<file path="src/rtl/cmfs_pkg.sv">
// Shared types and constants for the cube-map face select block.
`default_nettype none
package cmfs_pkg;

  localparam int COORD_WIDTH = 16;
  localparam int UV_WIDTH    = 16;

  // magnitude and divisor (2*m) widths, remainder needs room for 2*d
  localparam int MAG_W = COORD_WIDTH + 1;
  localparam int DEN_W = COORD_WIDTH + 1;
  localparam int REM_W = COORD_WIDTH + 2;

  // cycles from an accepted request to its result strobe
  localparam int PIPE_LAT = UV_WIDTH + 1;

  typedef enum logic [2:0] {
    FACE_POS_X = 3'd0,
    FACE_NEG_X = 3'd1,
    FACE_POS_Y = 3'd2,
    FACE_NEG_Y = 3'd3,
    FACE_POS_Z = 3'd4,
    FACE_NEG_Z = 3'd5
  } face_t;

  typedef struct packed {
    logic signed [COORD_WIDTH-1:0] dir_x;
    logic signed [COORD_WIDTH-1:0] dir_y;
    logic signed [COORD_WIDTH-1:0] dir_z;
  } in_req_t;

  typedef struct packed {
    logic [2:0]          face;
    logic [UV_WIDTH-1:0] u_coord;
    logic [UV_WIDTH-1:0] v_coord;
    logic                zero_vector;
  } out_res_t;

  // one slot of the divider chain: both coordinates move together
  typedef struct packed {
    logic                valid;
    face_t               face;
    logic                zero;
    logic [DEN_W-1:0]    den;
    logic [REM_W-1:0]    rem_u;
    logic [REM_W-1:0]    rem_v;
    logic [UV_WIDTH-1:0] quo_u;
    logic [UV_WIDTH-1:0] quo_v;
  } div_stage_t;

endpackage
`default_nettype wire

</file>
<file path="src/rtl/cmfs_front.sv">
// Front cell: major-axis face choice and divider operands, registered.
`default_nettype none
module cmfs_front (
  input  wire                   clk,
  input  wire                   rst_n,
  input  wire                   req_valid,
  input  cmfs_pkg::in_req_t     req,
  output cmfs_pkg::div_stage_t  stage_o
);
  import cmfs_pkg::*;

  logic signed [MAG_W-1:0] sx, sy, sz;
  logic [MAG_W-1:0]        ax, ay, az;
  logic                    sel_x, sel_y, sel_z, zero;
  logic signed [MAG_W-1:0] uc, vc;
  logic [MAG_W-1:0]        mag;
  face_t                   face;
  logic signed [MAG_W:0]   num_u, num_v;
  div_stage_t              stage_r, stage_nxt;

  // sign-extended components and magnitudes
  assign sx = {req.dir_x[COORD_WIDTH-1], req.dir_x};
  assign sy = {req.dir_y[COORD_WIDTH-1], req.dir_y};
  assign sz = {req.dir_z[COORD_WIDTH-1], req.dir_z};
  assign ax = sx[MAG_W-1] ? MAG_W'(-sx) : MAG_W'(sx);
  assign ay = sy[MAG_W-1] ? MAG_W'(-sy) : MAG_W'(sy);
  assign az = sz[MAG_W-1] ? MAG_W'(-sz) : MAG_W'(sz);

  // later axis wins a tie
  assign sel_x = (ax >= ay) && (ax >= az);
  assign sel_y = (ay >= ax) && (ay >= az);
  assign sel_z = (az >= ax) && (az >= ay);
  assign zero  = (ax == '0) && (ay == '0) && (az == '0);

  // face and signed face components; zero counts as negative
  always_comb begin
    face = FACE_POS_X;
    uc   = '0;
    vc   = '0;
    mag  = ax;
    if (sel_z) begin
      mag = az;
      vc  = sy;
      if (sz > 0) begin
        face = FACE_POS_Z;
        uc   = sx;
      end else begin
        face = FACE_NEG_Z;
        uc   = -sx;
      end
    end else if (sel_y) begin
      mag = ay;
      uc  = sx;
      if (sy > 0) begin
        face = FACE_POS_Y;
        vc   = -sz;
      end else begin
        face = FACE_NEG_Y;
        vc   = sz;
      end
    end else if (sel_x) begin
      mag = ax;
      vc  = sy;
      if (sx > 0) begin
        face = FACE_POS_X;
        uc   = -sz;
      end else begin
        face = FACE_NEG_X;
        uc   = sz;
      end
    end
  end

  // numerators uc + m land in 0..2m
  assign num_u = {uc[MAG_W-1], uc} + $signed({1'b0, mag});
  assign num_v = {vc[MAG_W-1], vc} + $signed({1'b0, mag});

  // zero vector: numerator 0 over 1 yields a zero quotient
  always_comb begin
    stage_nxt       = stage_r;
    stage_nxt.valid = req_valid;
    stage_nxt.quo_u = '0;
    stage_nxt.quo_v = '0;
    if (zero) begin
      stage_nxt.face  = FACE_POS_X;
      stage_nxt.zero  = 1'b1;
      stage_nxt.den   = DEN_W'(1);
      stage_nxt.rem_u = '0;
      stage_nxt.rem_v = '0;
    end else begin
      stage_nxt.face  = face;
      stage_nxt.zero  = 1'b0;
      stage_nxt.den   = DEN_W'({mag, 1'b0});
      stage_nxt.rem_u = REM_W'(num_u[MAG_W:0]);
      stage_nxt.rem_v = REM_W'(num_v[MAG_W:0]);
    end
  end

  always_ff @(posedge clk) begin
    if (!rst_n) begin
      stage_r.valid <= 1'b0;
    end else begin
      stage_r.valid <= stage_nxt.valid;
    end
    stage_r.face  <= stage_nxt.face;
    stage_r.zero  <= stage_nxt.zero;
    stage_r.den   <= stage_nxt.den;
    stage_r.rem_u <= stage_nxt.rem_u;
    stage_r.rem_v <= stage_nxt.rem_v;
    stage_r.quo_u <= stage_nxt.quo_u;
    stage_r.quo_v <= stage_nxt.quo_v;
  end

  assign stage_o = stage_r;

endmodule
`default_nettype wire

</file>
<file path="src/rtl/cmfs_div_cell.sv">
// Divider cell: one restoring quotient bit for u and for v, registered.
`default_nettype none
module cmfs_div_cell (
  input  wire                   clk,
  input  wire                   rst_n,
  input  cmfs_pkg::div_stage_t  stage_i,
  output cmfs_pkg::div_stage_t  stage_o
);
  import cmfs_pkg::*;

  logic [REM_W-1:0] dbl_u, dbl_v, den_ext;
  logic             bit_u, bit_v;
  div_stage_t       stage_r, stage_nxt;

  // remainder stays at or below den, so doubling fits
  assign den_ext = REM_W'(stage_i.den);
  assign dbl_u   = {stage_i.rem_u[REM_W-2:0], 1'b0};
  assign dbl_v   = {stage_i.rem_v[REM_W-2:0], 1'b0};
  assign bit_u   = dbl_u >= den_ext;
  assign bit_v   = dbl_v >= den_ext;

  always_comb begin
    stage_nxt       = stage_i;
    stage_nxt.rem_u = bit_u ? (dbl_u - den_ext) : dbl_u;
    stage_nxt.rem_v = bit_v ? (dbl_v - den_ext) : dbl_v;
    stage_nxt.quo_u = {stage_i.quo_u[UV_WIDTH-2:0], bit_u};
    stage_nxt.quo_v = {stage_i.quo_v[UV_WIDTH-2:0], bit_v};
  end

  always_ff @(posedge clk) begin
    if (!rst_n) begin
      stage_r.valid <= 1'b0;
    end else begin
      stage_r.valid <= stage_nxt.valid;
    end
    stage_r.face  <= stage_nxt.face;
    stage_r.zero  <= stage_nxt.zero;
    stage_r.den   <= stage_nxt.den;
    stage_r.rem_u <= stage_nxt.rem_u;
    stage_r.rem_v <= stage_nxt.rem_v;
    stage_r.quo_u <= stage_nxt.quo_u;
    stage_r.quo_v <= stage_nxt.quo_v;
  end

  assign stage_o = stage_r;

endmodule
`default_nettype wire

</file>
<file path="src/rtl/cube_map_face_select_top.sv">
// Top level of the cube-map face select block: front cell and divider chain.
//
// Usage: drive in_req with a direction (three signed components, same scale)
// and raise start; the request is taken at any edge where start is high and
// busy is low. busy is always low, so a new request may be issued every
// cycle. Each request produces exactly one result: out_valid is high for one
// cycle with out_res holding face (0 +X .. 5 -Z), u_coord, v_coord and
// zero_vector. Results come out in request order.
// The request is registered in the front cell that picks the major axis, then
// each divider cell in a chain of UV_WIDTH cells adds one quotient bit.
// Throughput is one request per cycle.
// The coordinate at the upper edge of a face saturates to all ones; a zero
// vector reports face 0, u = v = 0 with zero_vector set.
// Synchronous reset clears every valid bit in the chain, dropping requests
// in flight. The receiver cannot stall: a result must be taken in the cycle
// it is strobed.
`default_nettype none
module cube_map_face_select_top (
  input  wire                 clk,
  input  wire                 rst_n,
  input  wire                 start,
  output logic                busy,
  input  cmfs_pkg::in_req_t   in_req,
  output logic                out_valid,
  output cmfs_pkg::out_res_t  out_res
);
  import cmfs_pkg::*;

  div_stage_t chain [0:UV_WIDTH];

  assign busy = 1'b0;

  cmfs_front u_front (
    .clk       (clk),
    .rst_n     (rst_n),
    .req_valid (start),
    .req       (in_req),
    .stage_o   (chain[0])
  );

  // one cell per quotient bit
  for (genvar i = 0; i < UV_WIDTH; i++) begin : g_cell
    cmfs_div_cell u_cell (
      .clk     (clk),
      .rst_n   (rst_n),
      .stage_i (chain[i]),
      .stage_o (chain[i+1])
    );
  end

  // result from the last cell
  assign out_valid           = chain[UV_WIDTH].valid;
  assign out_res.face        = chain[UV_WIDTH].face;
  assign out_res.u_coord     = chain[UV_WIDTH].quo_u;
  assign out_res.v_coord     = chain[UV_WIDTH].quo_v;
  assign out_res.zero_vector = chain[UV_WIDTH].zero;

`ifndef ASSERT_OFF
  // every accepted request later produces a result strobe
  a_latency: assert property (@(posedge clk) disable iff (!rst_n)
    (start && !busy) |-> ##(PIPE_LAT) out_valid)
    else $error("result missing after pipeline latency");

  // a result strobe needs a matching accepted request
  a_no_spurious: assert property (@(posedge clk) disable iff (!rst_n)
    (out_valid && $past(rst_n, PIPE_LAT)) |-> $past(start, PIPE_LAT))
    else $error("result strobe without matching request");

  // zero vector reports face 0 and zero coordinates
  a_zero_vec: assert property (@(posedge clk) disable iff (!rst_n)
    (out_valid && out_res.zero_vector) |->
      (out_res.face == FACE_POS_X && out_res.u_coord == '0 && out_res.v_coord == '0))
    else $error("zero vector result not cleared");
`endif

endmodule
`default_nettype wire

</file>
<file path="config.mk">
export PLATFORM = sky130hd
export DESIGN_NAME = cube_map_face_select_top
export DESIGN_NICKNAME = d
export VERILOG_FILES = /design/src/rtl/cmfs_pkg.sv /design/src/rtl/cmfs_front.sv /design/src/rtl/cmfs_div_cell.sv /design/src/rtl/cube_map_face_select_top.sv
export SDC_FILE = /design/constraint.sdc
export NUM_CORES = 2
export LEC_CHECK = 0
export BUFFER_PORTS_ARGS = -buffer_cell sky130_fd_sc_hd__buf_4
export CAP_MARGIN = 20
export CORE_ASPECT_RATIO = 0.5
export CORE_MARGIN = 4
export CORE_UTILIZATION = 54
export DETAILED_ROUTE_END_ITERATION = 8
export PLACE_DENSITY = 0.67
export RECOVER_POWER = 50
export SLEW_MARGIN = 5
export SYNTH_ARGS = -nofsm -noshare
export SYNTH_HDL_FRONTEND = slang
export SYNTH_SLANG_ARGS = --single-unit
</file>
<file path="constraint.sdc">
create_clock -name clk -period 21.1 [get_ports clk]
set_input_delay 4.22 -clock clk [delete_from_list [all_inputs] [get_ports clk]]
set_output_delay 4.22 -clock clk [all_outputs]
set_load 0.005 [all_outputs]
</file>
==> results.py <==
metrics = {
    "synth": {
        "synth.avg_cell_area_um2": 9.44,
        "yosys_warnings": 0,
        "ys_ff_latch": 1157,
        "synth.cell_area_um2": 57500,
        "ys.flop_type": "dfxtp_1",
        "syn_inst": 6095,
        "synth.distinct_cells": 92,
        "async_flop_share_pct": 0,
        "synth_edf_count": 0,
        "ys_seq_area_share_pct": 40.3,
    },
    "floorplanning": {
        "initial_core_util_pct": 54.6,
        "die_h_um": 239,
        "num_io_pins": 89,
        "die_w_um": 470,
        "die_area_um2": 112000,
        "fp-row-count": 84,
        "core-area_um2": 105000,
    },
    "outcome": {
        "status": "finished, violations left",
        "violations": "max-capacitance violations, max-slew violations",
    },
    "layout": {
        "final_nets": 6892,
        "fill_cells": 8945,
        "antenna_cells": 0,
        "multi_input_area_um2": 31800,
        "regArea_um2": 23200,
        "area_delta_synth_final_pct": 10.0,
        "drive_above_1_share_pct": 10.5,
    },
    "sta": {
        "hold_violations": 0,
        "final_max_slew_viol_count": 36,
        "worst_slew_pin_slew_ns": 2.18,
        "slew_headroom_pct": -45.7,
        "clock_skew_ns": 0.0352,
        "finalSetupViolCount": 0,
        "min_period_ns": 12.23,
        "clock.fmax_mhz": 81.7,
        "rsz0062_at_grt": "no",
        "fin_tns_setup_ns": 0,
        "min_period_over_period_pct": 58.0,
    },
    "setup_path": {
        "critPathSlowestCell": "or4_1",
        "start_kind": "input pin",
        "crit_path_start": "in_req[32]",
        "arrival_ns": 12.85,
        "r2r-start": "g_cell[5].u_cell.stage_o[32]",
        "path_class": "input pin to register",
        "reg2reg_slack_ns": 16.62,
        "rr_worst_depth": 13,
        "cp-endpoint": "u_front.stage_o[48]",
        "max_stage_delay_ns": 0.67,
        "required_ns": 21.72,
        "cp-end-kind": "register",
        "crit_fanout": 46,
        "timing.rr.end": "g_cell[6].u_cell.stage_o[46]",
    },
    "global_route": {
        "grt_max_degree": 47,
        "grt_pass1_wl_mm": 241,
        "antenna_found_initial": 2,
        "grt-ovfl-total": 0,
        "grt_pass1_vias": 43600,
        "grt.total_usage_pct": 27.3,
    },
    "clocking": {
        "cts-root-buf": "clkbuf_16",
        "cts.clk_slew.worst_paths_ns": 0.07,
        "cts_resized": 0,
        "post_cts_buffers": 0,
        "cts_buffer_depth": 3,
        "cts_tree": "done",
        "numCtsBuffers": 100,
        "cts_hold_buf": 0,
        "clk_latency_ns": 0.73,
        "cts.sinks": 1157,
        "cts_max_level": 3,
    },
    "route": {
        "via_per_inst": 5.61,
        "vias": 43100,
        "wire_per_inst_um": 20.3,
        "wirelength_mm": 156,
        "first_pass_iters": 6,
        "drc_errors": 0,
        "drt_iter0_markers": 2572,
        "ant_nets": 0,
    },
    "placement": {
        "hpwlAfterDp_mm": 126,
        "place.gp.congestion": 0.981,
        "port-buffer-count": 87,
    },
    "worst_hold_path": {
        "hold_class": "register to register",
    },
    "flow_run": {
        "maxCapViolations": 3,
    },
}
[cells in the final DEF (no fill, tap or decap), types with 80 or more instances in the layout]
cell and n:
clkbuf_16 101, nand3_1 116, inv_1 508, a21boi_0 80, buf_4 107, dfxtp_1 1157, nand2_1 427, a21o_1 145
ha_1 627, xor2_1 170, mux2_2 241, a21oi_1 319, nor2b_1 106, nor2_1 360, nor3_1 124, o21ai_0 401
xnor2_1 281
[synthesized netlist by cell type, types with 48 or more instances]
cell	number	area [um^2]
nor2b_1	106	663
a21boi_0	80	601
xor2_1	170	1490
a21oi_1	321	1610
nand4_1	78	488
and2_1	49	307
a21o_1	145	1090
clkbuf_1	75	282
dfxtp_1	1157	23200
o31ai_1	59	443
nor3_1	124	621
nand3_1	116	581
or2_2	48	300
nand2_1	427	1600
a31oi_1	64	400
nor2_1	362	1360
o21a_1	57	428
ha_1	627	7850
o21ai_0	402	2010
xnor2_1	281	2460
mux2_2	242	2730
inv_1	508	1910
[routing by layer]
metal,routed length (um),vias to the layer above,GRT usage [%]
met5,13,-,0
met4,8190,2,13.1
met3,6540,324,4.18
met2,76000,938,49.2
met1,65100,20500,31.9
li1,-,21400,-
[layout make-up]
| type | instances | share of cell area (%) |
|---|---|---|
| Timing Repair Buffer | 125 | 1.53 |
| Sequential cell | 1157 | 36.6 |
| Inverter | 511 | 3.03 |
| Clock buffer | 132 | 4.42 |
| Clock inverter | 56 | 1.28 |
| Multi-Input combinational cell | 4287 | 50.3 |
| Tap cell | 1419 | 2.81 |
[sequential cells by signal, summed over array words and instances, names as in the netlist]
| register | cells |
|---|---|
| g_cell.u_cell.stage_o | 1102 |
| u_front.stage_o | 55 |
[worst min path at each step]
stage | cells after the start | start | slack (ns) | to
after floorplan | 0 | u_front.stage_o[86] | 0.31 | g_cell[0].u_cell.stage_o[86]
after global routing | 0 | g_cell[7].u_cell.stage_o[21] | 0.32 | g_cell[8].u_cell.stage_o[22]
final | 0 | g_cell[12].u_cell.stage_o[5] | 0.32 | g_cell[13].u_cell.stage_o[6]
after CTS | 0 | g_cell[12].u_cell.stage_o[5] | 0.31 | g_cell[13].u_cell.stage_o[6]
after detailed placement | 0 | g_cell[9].u_cell.stage_o[5] | 0.31 | g_cell[10].u_cell.stage_o[6]
after global placement | 0 | g_cell[3].u_cell.stage_o[17] | 0.31 | g_cell[4].u_cell.stage_o[18]
[per-stage QoR]
stage                     hold WS (ns)  instance area (um^2)  util, %  instances  setup WS [ns]
final                            0.316                 63300     60.0       7687           8.87
after global routing             0.324                 63300     60.0       7687           8.35
after CTS                        0.313                 63300     60.0       7678           9.02
after detailed placement         0.312                 59700     56.6       7490           8.26
after global placement           0.309                 59700     56.6       7488           8.47
after floorplan                  0.310                 57500        -       6096          10.34
[worst max-delay path: cells and delay by family]
family                   cells  cell delay, ns
AND/OR/NAND/NOR              7            2.78
buffers and inverters        6            1.11
adder cells (fa/ha/maj)      5            1.41
AO/OA/AOI/OAI               18            3.27
[cells by family (layout without fill, tap and decap cells)]
| kind of cell | count (synthesis) | in the layout | share of synthesized area (%) |
|---|---|---|---|
| multiplexers | 278 | 278 | 5.37 |
| other | 2 | 3 | 0.0131 |
| AND/OR/NAND/NOR | 1511 | 1511 | 12.8 |
| XOR/XNOR | 454 | 454 | 6.97 |
| adder cells (fa/ha/maj) | 660 | 660 | 14.8 |
| AO/OA/AOI/OAI | 1381 | 1381 | 15.2 |
| buffers and inverters | 652 | 824 | 4.57 |
| flip-flops | 1157 | 1157 | 40.3 |
Power is not shown: default switching activity piles up to over one toggle a cycle in this logic, so the estimate is an artifact.
